**config.mk**
```make
export PLATFORM = sky130hd
export DESIGN_NAME = command_line_word_splitter_top_flat
export DESIGN_NICKNAME = d
export VERILOG_FILES = /design/src/rtl/cmdws_pkg.sv /design/src/rtl/cmdws_in_if.sv /design/src/rtl/cmdws_out_if.sv /design/src/rtl/cmdws_step.sv /design/src/rtl/command_line_word_splitter_top.sv /design/src/flat_wrapper.sv
export SDC_FILE = /design/constraint.sdc
export NUM_CORES = 1
export LEC_CHECK = 0
export BUFFER_PORTS_ARGS = -buffer_cell sky130_fd_sc_hd__buf_2
export CORE_UTILIZATION = 65
export CTS_CLUSTER_DIAMETER = 40
export DETAILED_ROUTE_END_ITERATION = 8
export GPL_TIMING_DRIVEN = 0
export PLACE_DENSITY_LB_ADDON = 0.2
export SETUP_SLACK_MARGIN = 0.3
export SLEW_MARGIN = 20
export SYNTH_ARGS = -nofsm -noshare
export SYNTH_HDL_FRONTEND = slang
export SYNTH_HIERARCHICAL = 1
export SYNTH_SLANG_ARGS = --single-unit
```
**constraint.sdc**
```tcl
create_clock -name clk -period 6.1 [get_ports clk]
set_clock_uncertainty 0.05 [all_clocks]
set_input_delay 1.22 -clock clk [delete_from_list [all_inputs] [get_ports clk]]
set_output_delay 1.22 -clock clk [all_outputs]
set_load 0.01 [all_outputs]
```
**src/rtl/cmdws_pkg.sv**
```systemverilog
// cmdws_pkg: types, character codes and the per-byte parse function
// of the command line word splitter
// depends on nothing; used by cmdws_step and command_line_word_splitter_top
package cmdws_pkg;

    // parser modes
    typedef enum logic [2:0] {
        MODE_BETWEEN = 3'd0,
        MODE_PLAIN   = 3'd1,
        MODE_SINGLE  = 3'd2,
        MODE_DOUBLE  = 3'd3,
        MODE_ESCAPE  = 3'd4,
        MODE_ERROR   = 3'd5
    } mode_t;

    // result kinds
    typedef enum logic [1:0] {
        KIND_BYTE = 2'd0,
        KIND_EOW  = 2'd1,
        KIND_DONE = 2'd2,
        KIND_ERR  = 2'd3
    } kind_t;

    // error codes
    localparam logic [1:0] ERR_BADCHAR = 2'd0;
    localparam logic [1:0] ERR_NOSEP   = 2'd1;
    localparam logic [1:0] ERR_BADESC  = 2'd2;
    localparam logic [1:0] ERR_UNCLOSE = 2'd3;

    // character codes
    localparam logic [7:0] CH_NUL    = 8'h00;
    localparam logic [7:0] CH_TAB    = 8'h09;
    localparam logic [7:0] CH_LF     = 8'h0A;
    localparam logic [7:0] CH_CR     = 8'h0D;
    localparam logic [7:0] CH_SPACE  = 8'h20;
    localparam logic [7:0] CH_DQUOTE = 8'h22;
    localparam logic [7:0] CH_SQUOTE = 8'h27;
    localparam logic [7:0] CH_BSLASH = 8'h5C;
    localparam logic [7:0] CH_LOW_N  = 8'h6E;
    localparam logic [7:0] CH_LOW_R  = 8'h72;
    localparam logic [7:0] CH_LOW_T  = 8'h74;

    localparam logic [15:0] TALLY_MAX = 16'hFFFF;

    // parser state carried from byte to byte
    typedef struct packed {
        mode_t       mode;
        logic        sep;
        logic [15:0] tally;
        logic [1:0]  err;
    } state_t;

    localparam state_t ST_RESET = '{mode: MODE_BETWEEN, sep: 1'b1,
                                    tally: 16'd0, err: ERR_BADCHAR};

    // one result item
    typedef struct packed {
        kind_t       kind;
        logic [7:0]  value;
        logic [15:0] words;
        logic        last;
    } result_t;

    // outcome of parsing one byte
    typedef struct packed {
        state_t  st;
        logic    v;
        result_t r;
    } feed_t;

    function automatic logic [15:0] sat_inc(input logic [15:0] t);
        return (t == TALLY_MAX) ? t : t + 16'd1;
    endfunction

    function automatic logic is_blank(input logic [7:0] c);
        return (c == CH_SPACE) || (c == CH_TAB);
    endfunction

    function automatic logic bad_quoted(input logic [7:0] c);
        return (c == CH_NUL) || (c == CH_LF) || (c == CH_CR);
    endfunction

    function automatic logic bad_plain(input logic [7:0] c);
        return bad_quoted(c) || (c == CH_BSLASH) || (c == CH_DQUOTE) ||
               (c == CH_SQUOTE);
    endfunction

    // parse one byte in the given state; at most one result
    function automatic feed_t feed(input state_t s, input logic [7:0] c);
        feed_t f;
        f.st      = s;
        f.v       = 1'b0;
        f.r.kind  = KIND_BYTE;
        f.r.value = c;
        f.r.words = s.tally;
        f.r.last  = 1'b0;
        unique case (s.mode)
            MODE_BETWEEN:
            begin
                if (is_blank(c))
                begin
                    f.st.sep = 1'b1;
                end
                else if (!s.sep)
                begin
                    f.st.mode = MODE_ERROR;
                    f.st.err  = ERR_NOSEP;
                    f.v       = 1'b1;
                    f.r.kind  = KIND_ERR;
                    f.r.value = {6'd0, ERR_NOSEP};
                end
                else
                begin
                    f.st.sep = 1'b0;
                    if (c == CH_SQUOTE)
                    begin
                        f.st.mode = MODE_SINGLE;
                    end
                    else if (c == CH_DQUOTE)
                    begin
                        f.st.mode = MODE_DOUBLE;
                    end
                    else if (bad_plain(c))
                    begin
                        f.st.mode = MODE_ERROR;
                        f.st.err  = ERR_BADCHAR;
                        f.v       = 1'b1;
                        f.r.kind  = KIND_ERR;
                        f.r.value = {6'd0, ERR_BADCHAR};
                    end
                    else
                    begin
                        f.st.mode = MODE_PLAIN;
                        f.v       = 1'b1;
                    end
                end
            end
            MODE_PLAIN:
            begin
                if (is_blank(c))
                begin
                    f.st.tally = sat_inc(s.tally);
                    f.st.mode  = MODE_BETWEEN;
                    f.st.sep   = 1'b1;
                    f.v        = 1'b1;
                    f.r.kind   = KIND_EOW;
                    f.r.value  = 8'd0;
                    f.r.words  = sat_inc(s.tally);
                end
                else if (bad_plain(c))
                begin
                    f.st.mode = MODE_ERROR;
                    f.st.err  = ERR_BADCHAR;
                    f.v       = 1'b1;
                    f.r.kind  = KIND_ERR;
                    f.r.value = {6'd0, ERR_BADCHAR};
                end
                else
                begin
                    f.v = 1'b1;
                end
            end
            MODE_SINGLE, MODE_DOUBLE:
            begin
                if ((s.mode == MODE_SINGLE && c == CH_SQUOTE) ||
                    (s.mode == MODE_DOUBLE && c == CH_DQUOTE))
                begin
                    f.st.tally = sat_inc(s.tally);
                    f.st.mode  = MODE_BETWEEN;
                    f.st.sep   = 1'b0;
                    f.v        = 1'b1;
                    f.r.kind   = KIND_EOW;
                    f.r.value  = 8'd0;
                    f.r.words  = sat_inc(s.tally);
                end
                else if (bad_quoted(c))
                begin
                    f.st.mode = MODE_ERROR;
                    f.st.err  = ERR_BADCHAR;
                    f.v       = 1'b1;
                    f.r.kind  = KIND_ERR;
                    f.r.value = {6'd0, ERR_BADCHAR};
                end
                else if (s.mode == MODE_DOUBLE && c == CH_BSLASH)
                begin
                    f.st.mode = MODE_ESCAPE;
                end
                else
                begin
                    f.v = 1'b1;
                end
            end
            MODE_ESCAPE:
            begin
                if (c == CH_LOW_N || c == CH_LOW_R || c == CH_LOW_T ||
                    c == CH_BSLASH || c == CH_DQUOTE)
                begin
                    f.st.mode = MODE_DOUBLE;
                    f.v       = 1'b1;
                    if (c == CH_LOW_N)
                    begin
                        f.r.value = CH_LF;
                    end
                    else if (c == CH_LOW_R)
                    begin
                        f.r.value = CH_CR;
                    end
                    else if (c == CH_LOW_T)
                    begin
                        f.r.value = CH_TAB;
                    end
                end
                else
                begin
                    f.st.mode = MODE_ERROR;
                    f.st.err  = ERR_BADESC;
                    f.v       = 1'b1;
                    f.r.kind  = KIND_ERR;
                    f.r.value = {6'd0, ERR_BADESC};
                end
            end
            default:
            begin
                // error mode stays silent
                f.v = 1'b0;
            end
        endcase
        return f;
    endfunction

endpackage

```
**src/rtl/cmdws_in_if.sv**
```systemverilog
// cmdws_in_if: input byte channel of the word splitter
// valid/ready handshake carrying one command line byte and its last flag
interface cmdws_in_if;
    logic       valid;
    logic       ready;
    logic [7:0] char_in;
    logic       line_last;

    modport source (output valid, output char_in, output line_last, input ready);
    modport sink   (input valid, input char_in, input line_last, output ready);
endinterface

```
**src/rtl/cmdws_out_if.sv**
```systemverilog
// cmdws_out_if: result channel of the word splitter
// valid/ready handshake carrying one result item
interface cmdws_out_if;
    logic        valid;
    logic        ready;
    logic [1:0]  kind;
    logic [7:0]  value;
    logic [15:0] words_seen;
    logic        result_last;

    modport source (output valid, output kind, output value, output words_seen,
                    output result_last, input ready);
    modport sink   (input valid, input kind, input value, input words_seen,
                    input result_last, output ready);
endinterface

```
**src/rtl/cmdws_step.sv**
```systemverilog
// cmdws_step: combinational parse of one input byte, giving up to three
// results in order and the next parser state; uses cmdws_pkg
module cmdws_step (
    input  cmdws_pkg::state_t         st,
    input  logic                      held_cr,
    input  logic [7:0]                char_in,
    input  logic                      line_last,
    output cmdws_pkg::state_t         st_next,
    output logic                      held_cr_next,
    output cmdws_pkg::result_t [2:0]  res,
    output logic [1:0]                res_count
);

    logic                      drop_lf;
    logic                      do_cr;
    logic                      do_c;
    cmdws_pkg::feed_t          f_cr;
    cmdws_pkg::state_t         st_mid;
    cmdws_pkg::feed_t          f_c;
    cmdws_pkg::state_t         st_end;
    logic                      err_now;
    cmdws_pkg::result_t [3:0]  cand;
    logic [3:0]                cand_v;
    logic [15:0]               tally_inc;
    logic [2:0]                n;

    // which bytes get parsed: a held cr first, then the current byte
    assign drop_lf = line_last && (char_in == cmdws_pkg::CH_LF);
    assign do_cr   = held_cr && !drop_lf;
    assign do_c    = (char_in != cmdws_pkg::CH_CR) && !drop_lf;
    assign held_cr_next = !line_last && (char_in == cmdws_pkg::CH_CR);

    // two chained parse steps
    always_comb
    begin
        f_cr   = cmdws_pkg::feed(st, cmdws_pkg::CH_CR);
        st_mid = do_cr ? f_cr.st : st;
        f_c    = cmdws_pkg::feed(st_mid, char_in);
        st_end = do_c ? f_c.st : st_mid;
    end

    assign err_now   = (do_cr && f_cr.v && f_cr.r.kind == cmdws_pkg::KIND_ERR) ||
                       (do_c && f_c.v && f_c.r.kind == cmdws_pkg::KIND_ERR);
    assign tally_inc = cmdws_pkg::sat_inc(st_end.tally);

    // candidate results, including the end of line results
    always_comb
    begin
        cand[0]  = f_cr.r;
        cand[1]  = f_c.r;
        cand_v[0] = do_cr && f_cr.v;
        cand_v[1] = do_c && f_c.v;
        cand[2]  = '{kind: cmdws_pkg::KIND_DONE, value: 8'd0,
                     words: st_end.tally, last: 1'b1};
        cand[3]  = '{kind: cmdws_pkg::KIND_DONE, value: 8'd0,
                     words: tally_inc, last: 1'b1};
        cand_v[2] = 1'b0;
        cand_v[3] = 1'b0;
        if (line_last)
        begin
            unique case (st_end.mode)
                cmdws_pkg::MODE_PLAIN:
                begin
                    cand[2].kind  = cmdws_pkg::KIND_EOW;
                    cand[2].words = tally_inc;
                    cand[2].last  = 1'b0;
                    cand_v[2]     = 1'b1;
                    cand_v[3]     = 1'b1;
                end
                cmdws_pkg::MODE_SINGLE, cmdws_pkg::MODE_DOUBLE:
                begin
                    cand[2].kind  = cmdws_pkg::KIND_ERR;
                    cand[2].value = {6'd0, cmdws_pkg::ERR_UNCLOSE};
                    cand_v[2]     = 1'b1;
                end
                cmdws_pkg::MODE_ESCAPE:
                begin
                    cand[2].kind  = cmdws_pkg::KIND_ERR;
                    cand[2].value = {6'd0, cmdws_pkg::ERR_BADESC};
                    cand_v[2]     = 1'b1;
                end
                cmdws_pkg::MODE_ERROR:
                begin
                    if (err_now)
                    begin
                        // the error of this byte closes the line
                        if (cand_v[1])
                        begin
                            cand[1].last = 1'b1;
                        end
                        else
                        begin
                            cand[0].last = 1'b1;
                        end
                    end
                    else
                    begin
                        cand[2].kind  = cmdws_pkg::KIND_ERR;
                        cand[2].value = {6'd0, st_end.err};
                        cand_v[2]     = 1'b1;
                    end
                end
                default:
                begin
                    // between words: line done only
                    cand_v[2] = 1'b1;
                end
            endcase
        end
    end

    // pack valid candidates in order
    always_comb
    begin
        res = '0;
        n   = 3'd0;
        for (int i = 0; i < 4; i++)
        begin
            if (cand_v[i] && n < 3'd3)
            begin
                res[n[1:0]] = cand[i];
                n = n + 3'd1;
            end
        end
    end

    assign res_count = n[1:0];
    assign st_next   = line_last ? cmdws_pkg::ST_RESET : st_end;

endmodule

```
**src/rtl/command_line_word_splitter_top.sv**
```systemverilog
// command_line_word_splitter_top: splits a command line into quoted words
// depends on cmdws_pkg, cmdws_in_if, cmdws_out_if and cmdws_step
//
//   channel   dir   payload                                    transfer
//   in_ch     in    char_in[7:0], line_last                    valid && ready
//   out_ch    out   kind[1:0], value[7:0], words_seen[15:0],   valid && ready
//                   result_last
//
// a byte is parsed in the cycle it is taken; its zero to three results sit
// in a result register and leave one per cycle while out_ch is ready, from
// the next cycle on; a new byte is taken every cycle while each byte gives at
// most one result and out_ch is ready; more results stall the input as they drain
// rst_n clears parser state and empties the result register; no clearing pass
// a stalled output holds its result and keeps the input stalled until the last
// waiting result leaves
module command_line_word_splitter_top (
    input  logic              clk,
    input  logic              rst_n,
    cmdws_in_if.sink          in_ch,
    cmdws_out_if.source       out_ch
);

    cmdws_pkg::state_t         st_reg;
    cmdws_pkg::state_t         st_next;
    logic                      held_cr_reg;
    logic                      held_cr_next;
    cmdws_pkg::result_t [2:0]  res_reg;
    cmdws_pkg::result_t [2:0]  res_next;
    logic [1:0]                cnt_reg;
    logic [1:0]                cnt_next;
    logic [1:0]                idx_reg;
    logic [1:0]                rd_idx;
    cmdws_pkg::result_t        res_out;
    logic                      in_xfer;
    logic                      out_xfer;

    // combinational parse of the incoming byte
    cmdws_step u_step (
        .st           (st_reg),
        .held_cr      (held_cr_reg),
        .char_in      (in_ch.char_in),
        .line_last    (in_ch.line_last),
        .st_next      (st_next),
        .held_cr_next (held_cr_next),
        .res          (res_next),
        .res_count    (cnt_next)
    );

    // handshakes
    assign out_ch.valid = (idx_reg != cnt_reg);
    assign out_xfer     = out_ch.valid && out_ch.ready;
    assign in_ch.ready  = (idx_reg == cnt_reg) ||
                          (out_ch.ready && (cnt_reg - idx_reg == 2'd1));
    assign in_xfer      = in_ch.valid && in_ch.ready;

    // result read port
    assign rd_idx  = (idx_reg == 2'd3) ? 2'd2 : idx_reg;
    assign res_out = res_reg[rd_idx];
    assign out_ch.kind        = res_out.kind;
    assign out_ch.value       = res_out.value;
    assign out_ch.words_seen  = res_out.words;
    assign out_ch.result_last = res_out.last;

    // parser state and drain control
    always_ff @(posedge clk or negedge rst_n)
    begin
        if (!rst_n)
        begin
            st_reg      <= cmdws_pkg::ST_RESET;
            held_cr_reg <= 1'b0;
            cnt_reg     <= 2'd0;
            idx_reg     <= 2'd0;
        end
        else if (in_xfer)
        begin
            st_reg      <= st_next;
            held_cr_reg <= held_cr_next;
            cnt_reg     <= cnt_next;
            idx_reg     <= 2'd0;
        end
        else if (out_xfer)
        begin
            idx_reg <= idx_reg + 2'd1;
        end
    end

    // result payload
    always_ff @(posedge clk)
    begin
        if (in_xfer)
        begin
            res_reg <= res_next;
        end
    end

    // drain pointer never passes the fill count
    a_idx_bound: assert property (@(posedge clk) disable iff (!rst_n)
        idx_reg <= cnt_reg)
        else $error("result index beyond fill count");

    // a line's last byte returns the parser to its reset state
    a_line_reset: assert property (@(posedge clk) disable iff (!rst_n)
        in_xfer && in_ch.line_last |=>
            st_reg == cmdws_pkg::ST_RESET && !held_cr_reg)
        else $error("parser state not cleared after last byte");

    // a pending mid-line error means the parser sits in error mode
    a_err_mode: assert property (@(posedge clk) disable iff (!rst_n)
        out_ch.valid && out_ch.kind == cmdws_pkg::KIND_ERR && !out_ch.result_last
            |-> st_reg.mode == cmdws_pkg::MODE_ERROR)
        else $error("error result without error mode");

    // the last result of a line is the last one in the register
    a_last_final: assert property (@(posedge clk) disable iff (!rst_n)
        out_ch.valid && out_ch.result_last |-> cnt_reg - idx_reg == 2'd1)
        else $error("line end result not last in register");

endmodule

```
**src/flat_wrapper.sv**
```systemverilog
// flat-port wrapper written by rule: the top's interface ports become plain ports
module command_line_word_splitter_top_flat 
  (clk, rst_n, in_ch_valid, in_ch_char_in, in_ch_line_last, in_ch_ready, out_ch_valid, out_ch_kind, out_ch_value, out_ch_words_seen, out_ch_result_last, out_ch_ready);
  cmdws_in_if in_ch_i ();
  cmdws_out_if out_ch_i ();
  input  logic clk;
  input  logic rst_n;
  input wire logic [$bits(in_ch_i.valid)-1:0] in_ch_valid;
  input wire logic [$bits(in_ch_i.char_in)-1:0] in_ch_char_in;
  input wire logic [$bits(in_ch_i.line_last)-1:0] in_ch_line_last;
  output wire logic [$bits(in_ch_i.ready)-1:0] in_ch_ready;
  output wire logic [$bits(out_ch_i.valid)-1:0] out_ch_valid;
  output wire logic [$bits(out_ch_i.kind)-1:0] out_ch_kind;
  output wire logic [$bits(out_ch_i.value)-1:0] out_ch_value;
  output wire logic [$bits(out_ch_i.words_seen)-1:0] out_ch_words_seen;
  output wire logic [$bits(out_ch_i.result_last)-1:0] out_ch_result_last;
  input wire logic [$bits(out_ch_i.ready)-1:0] out_ch_ready;
  assign in_ch_i.valid = in_ch_valid;
  assign in_ch_i.char_in = in_ch_char_in;
  assign in_ch_i.line_last = in_ch_line_last;
  assign in_ch_ready = in_ch_i.ready;
  assign out_ch_valid = out_ch_i.valid;
  assign out_ch_kind = out_ch_i.kind;
  assign out_ch_value = out_ch_i.value;
  assign out_ch_words_seen = out_ch_i.words_seen;
  assign out_ch_result_last = out_ch_i.result_last;
  assign out_ch_i.ready = out_ch_ready;
  command_line_word_splitter_top u_core (.clk(clk), .rst_n(rst_n), .in_ch(in_ch_i), .out_ch(out_ch_i));
endmodule
```
==> results.toml <==
[run_status]
status = "finished with violations"
violations = "design-rule violations"

[cells_and_area]
largest_reg_flops = 81
seq_area_um2 = 3110
nFillCells = 813
multi_input_area_um2 = 4320
finalNetCount = 910
final_layout_size_suffix_gt1_share_pct = 20.1
syn_to_final_growth_pct = 9.99
fin_area_um2 = 8610
diodes = 0

[global_route]
track_usage_pct = 35.8
grt_max_degree = 91
grt_pass1_wl_um = 34900
grt_pass1_vias = 6611
antenna_found_initial = 0
gr-total-overflow = 0

[detailed_routing]
drc = 5
routed_wl_um = 22200
first_pass_iters = 7
routed_via_density = 6.88
wire_per_inst_um = 21.5
dr_total_vias = 7111
drtIter0Drc = 1000
ant_nets = 0

[sta]
setup_ws_ps = 484
worst_slew_pin_slew_ps = 765
grt_setup_unrepaired = "false"
whs_ps = 465
period_share_pct = 92.1
hold_viol = 0
fmax_mhz = 178
relSlewSlack_pct = 47.5
min_period_ps = 5620
drv_slew = 0
setup_viol = 0

[logic_synthesis]
ys.flop_type = "edfxtp_1"
postSynthAreaPerCell_um2 = 9.60
async_flop_share_pct = 25.0
yosysWarnings = 6
ys_types = 100
yosysSeqAreaShare_pct = 39.7
synth-seq-cells = 108
netlist_area_um2 = 7830
synth_edf_count = 81
synth_cells = 816

[placement]
dp.final_hpwl_um = 16500
placed_cell_area_um2 = 8250
io_buffers = 39
routabilityCongestion = 0.939
dpl_worst_slack_ps = -58.7

[critical_path]
startpoint_type = "input port"
end_kind = "flip-flop"
cp_data_required_time_ps = 6210
worst-path-max-fanout = 10
path_class = "in -> reg"
arrival_ps = 5720

[die]
num_io_pins = 42
coreArea_um2 = 11600
die_w_um = 112
initial_utilization_pct = 67.7
fp-row-count = 39
die_area_um2 = 12500
die_h_um = 112

[pwr]
combPwrFrac_pct = 56.9
power_switching_mw = 1.92
ir_drop_mv = 0.723
clkPwrFrac_pct = 13.7
intPower_mw = 2.20
p_sw_share_pct = 46.6
leakage_nw = 3.35
p_per_area_nw_per_um2 = 478
power_mw = 4.12
seq_power_share_pct = 29.4

[clock_tree]
path_clk_slew_ps = 70
ctsHoldBuffers = 0
ctsRootBufferMaster = "clkbuf_16"
clock_path_buffers = 2
cts_max_level = 3
cts_tree = "built"
numCtsBuffers = 9
clock_latency_ps = 360
clock_sinks = 108

[job]
cap_violations = 0

[worst_hold_path]
hp-class = "reg -> reg"
power by group through the flow:
stage | Clock, mW | Sequential [mW] | Combinational (mW)
after global routing | 0.599 | 1.23 | 2.52
after detailed placement | 0 | 1.22 | 2.27
after floorplan | 0 | 1.18 | 1.60
final | 0.563 | 1.21 | 2.35
after global placement | 0 | 1.20 | 2.17
after CTS | 0.574 | 1.21 | 2.28
path summary, 6_finish.rpt:
path                                   start           endpoint  slack [ps]  cells after the start
min                         u_core/st_reg[1]   u_core/st_reg[1]         460                      1
min in group asynchronous              rst_n   u_core/st_reg[9]         830                      1
max                         in_ch_char_in[3]  u_core/res_reg[4]         480                     15
min reg2reg                 u_core/st_reg[1]   u_core/st_reg[1]         460                      1
max reg2reg                u_core/st_reg[21]  u_core/res_reg[4]        1190                     14
max in group asynchronous              rst_n   u_core/st_reg[1]        4750                      1
through the flow:
| stage | setup TNS, ps | util [%] | cells |
|---|---|---|---|
| after global routing | 0 | 74.5 | 1033 |
| after global placement | -3.35 | 71.3 | 1009 |
| after CTS | 0 | 73.8 | 1025 |
| final | 0 | 74.5 | 1033 |
| after detailed placement | -113 | 71.3 | 1009 |
| after floorplan | 0 | - | 827 |
kinds of logic after synthesis:
| kind of cell | share of synthesized area [%] |
|---|---|
| buffers and inverters | 5.98 |
| adder cells (fa/ha/maj) | 2.01 |
| AND/OR/NAND/NOR | 21.9 |
| AO/OA/AOI/OAI | 18.1 |
| XOR/XNOR | 2.12 |
| flip-flops | 39.7 |
| multiplexers | 10.1 |
| other | 0.0479 |
cells in the final DEF, fill, tap and decap left out, types with 10 or more instances in the layout:
master     n
mux2_2    15
conb_1    12
mux2_4    17
nor3_1    18
nand3_1   50
dfrtp_1   26
ha_1      11
nor2_1    82
edfxtp_1  81
buf_4     25
o21ai_0   55
buf_2     60
nand2_1   55
and3_1    13
and2_1    13
inv_1     18
xnor2_1   10
a211oi_1  12
mux2i_1   37
a21oi_1   32
clkbuf_1  23
cells in the mapped netlist, types with 5 or more instances:
master	number	area share, %
a211oi_1	12	1.2
nand2_1	55	2.6
clkbuf_1	24	1.2
nand2b_1	8	0.64
or2_2	8	0.64
or3_1	7	0.56
o211ai_1	9	0.86
and2_1	13	1.0
a311oi_1	6	0.67
o21ai_0	55	3.5
nor2b_1	5	0.40
inv_1	18	0.86
and4_1	6	0.67
mux2i_1	37	4.7
dfrtp_1	26	8.3
o31ai_1	6	0.58
a2111oi_1	5	0.64
mux2_2	15	2.2
nor3_1	18	1.2
a21oi_1	32	2.0
mux2_4	17	3.3
nand3_1	50	3.2
nor4_1	7	0.56
xor2_1	9	1.0
edfxtp_1	81	31
ha_1	11	1.8
buf_4	17	1.6
nor2_1	82	3.9
nand4_1	9	0.72
xnor2_1	10	1.1
o21ai_1	10	0.64
a21o_1	7	0.67
and3_1	13	1.0
buf_2	21	1.3
a31oi_1	8	0.64
timing repair:
item	4_1_cts	5_1_grt
buffers inserted	0	8
resized for setup	0	5
endpoints found under the setup margin	0	24
routing by layer:
layer	part of all wire [%]	track usage [%]
met4	2.4	10.5
met5	0	0
met1	41	49.8
met3	9.6	4.95
met2	47	58.6
worst max-delay path, stage by stage:
cell and delay (ps):
buf_2 130, clkbuf_1 240, or4_1 530, a311oi_4 440
nor2_1 200, a21oi_2 270, nor3_1 140, o211ai_2 260
fa_1 530, or2_2 380, and2_1 210, o21ai_2 330
buf_2 320, nand2_1 190, a31oi_1 320
final cells by class:
type | count | share of cell area, %
buffer | 67 | 4.62
clock buffer | 9 | 2.61
multi-input combinational | 633 | 50.1
sequential | 108 | 36.1
tap | 143 | 2.08
clock inverter | 7 | 0.697
inverter | 19 | 0.828
timing repair buffer | 47 | 2.96
(Power assumes the default switching activity.)
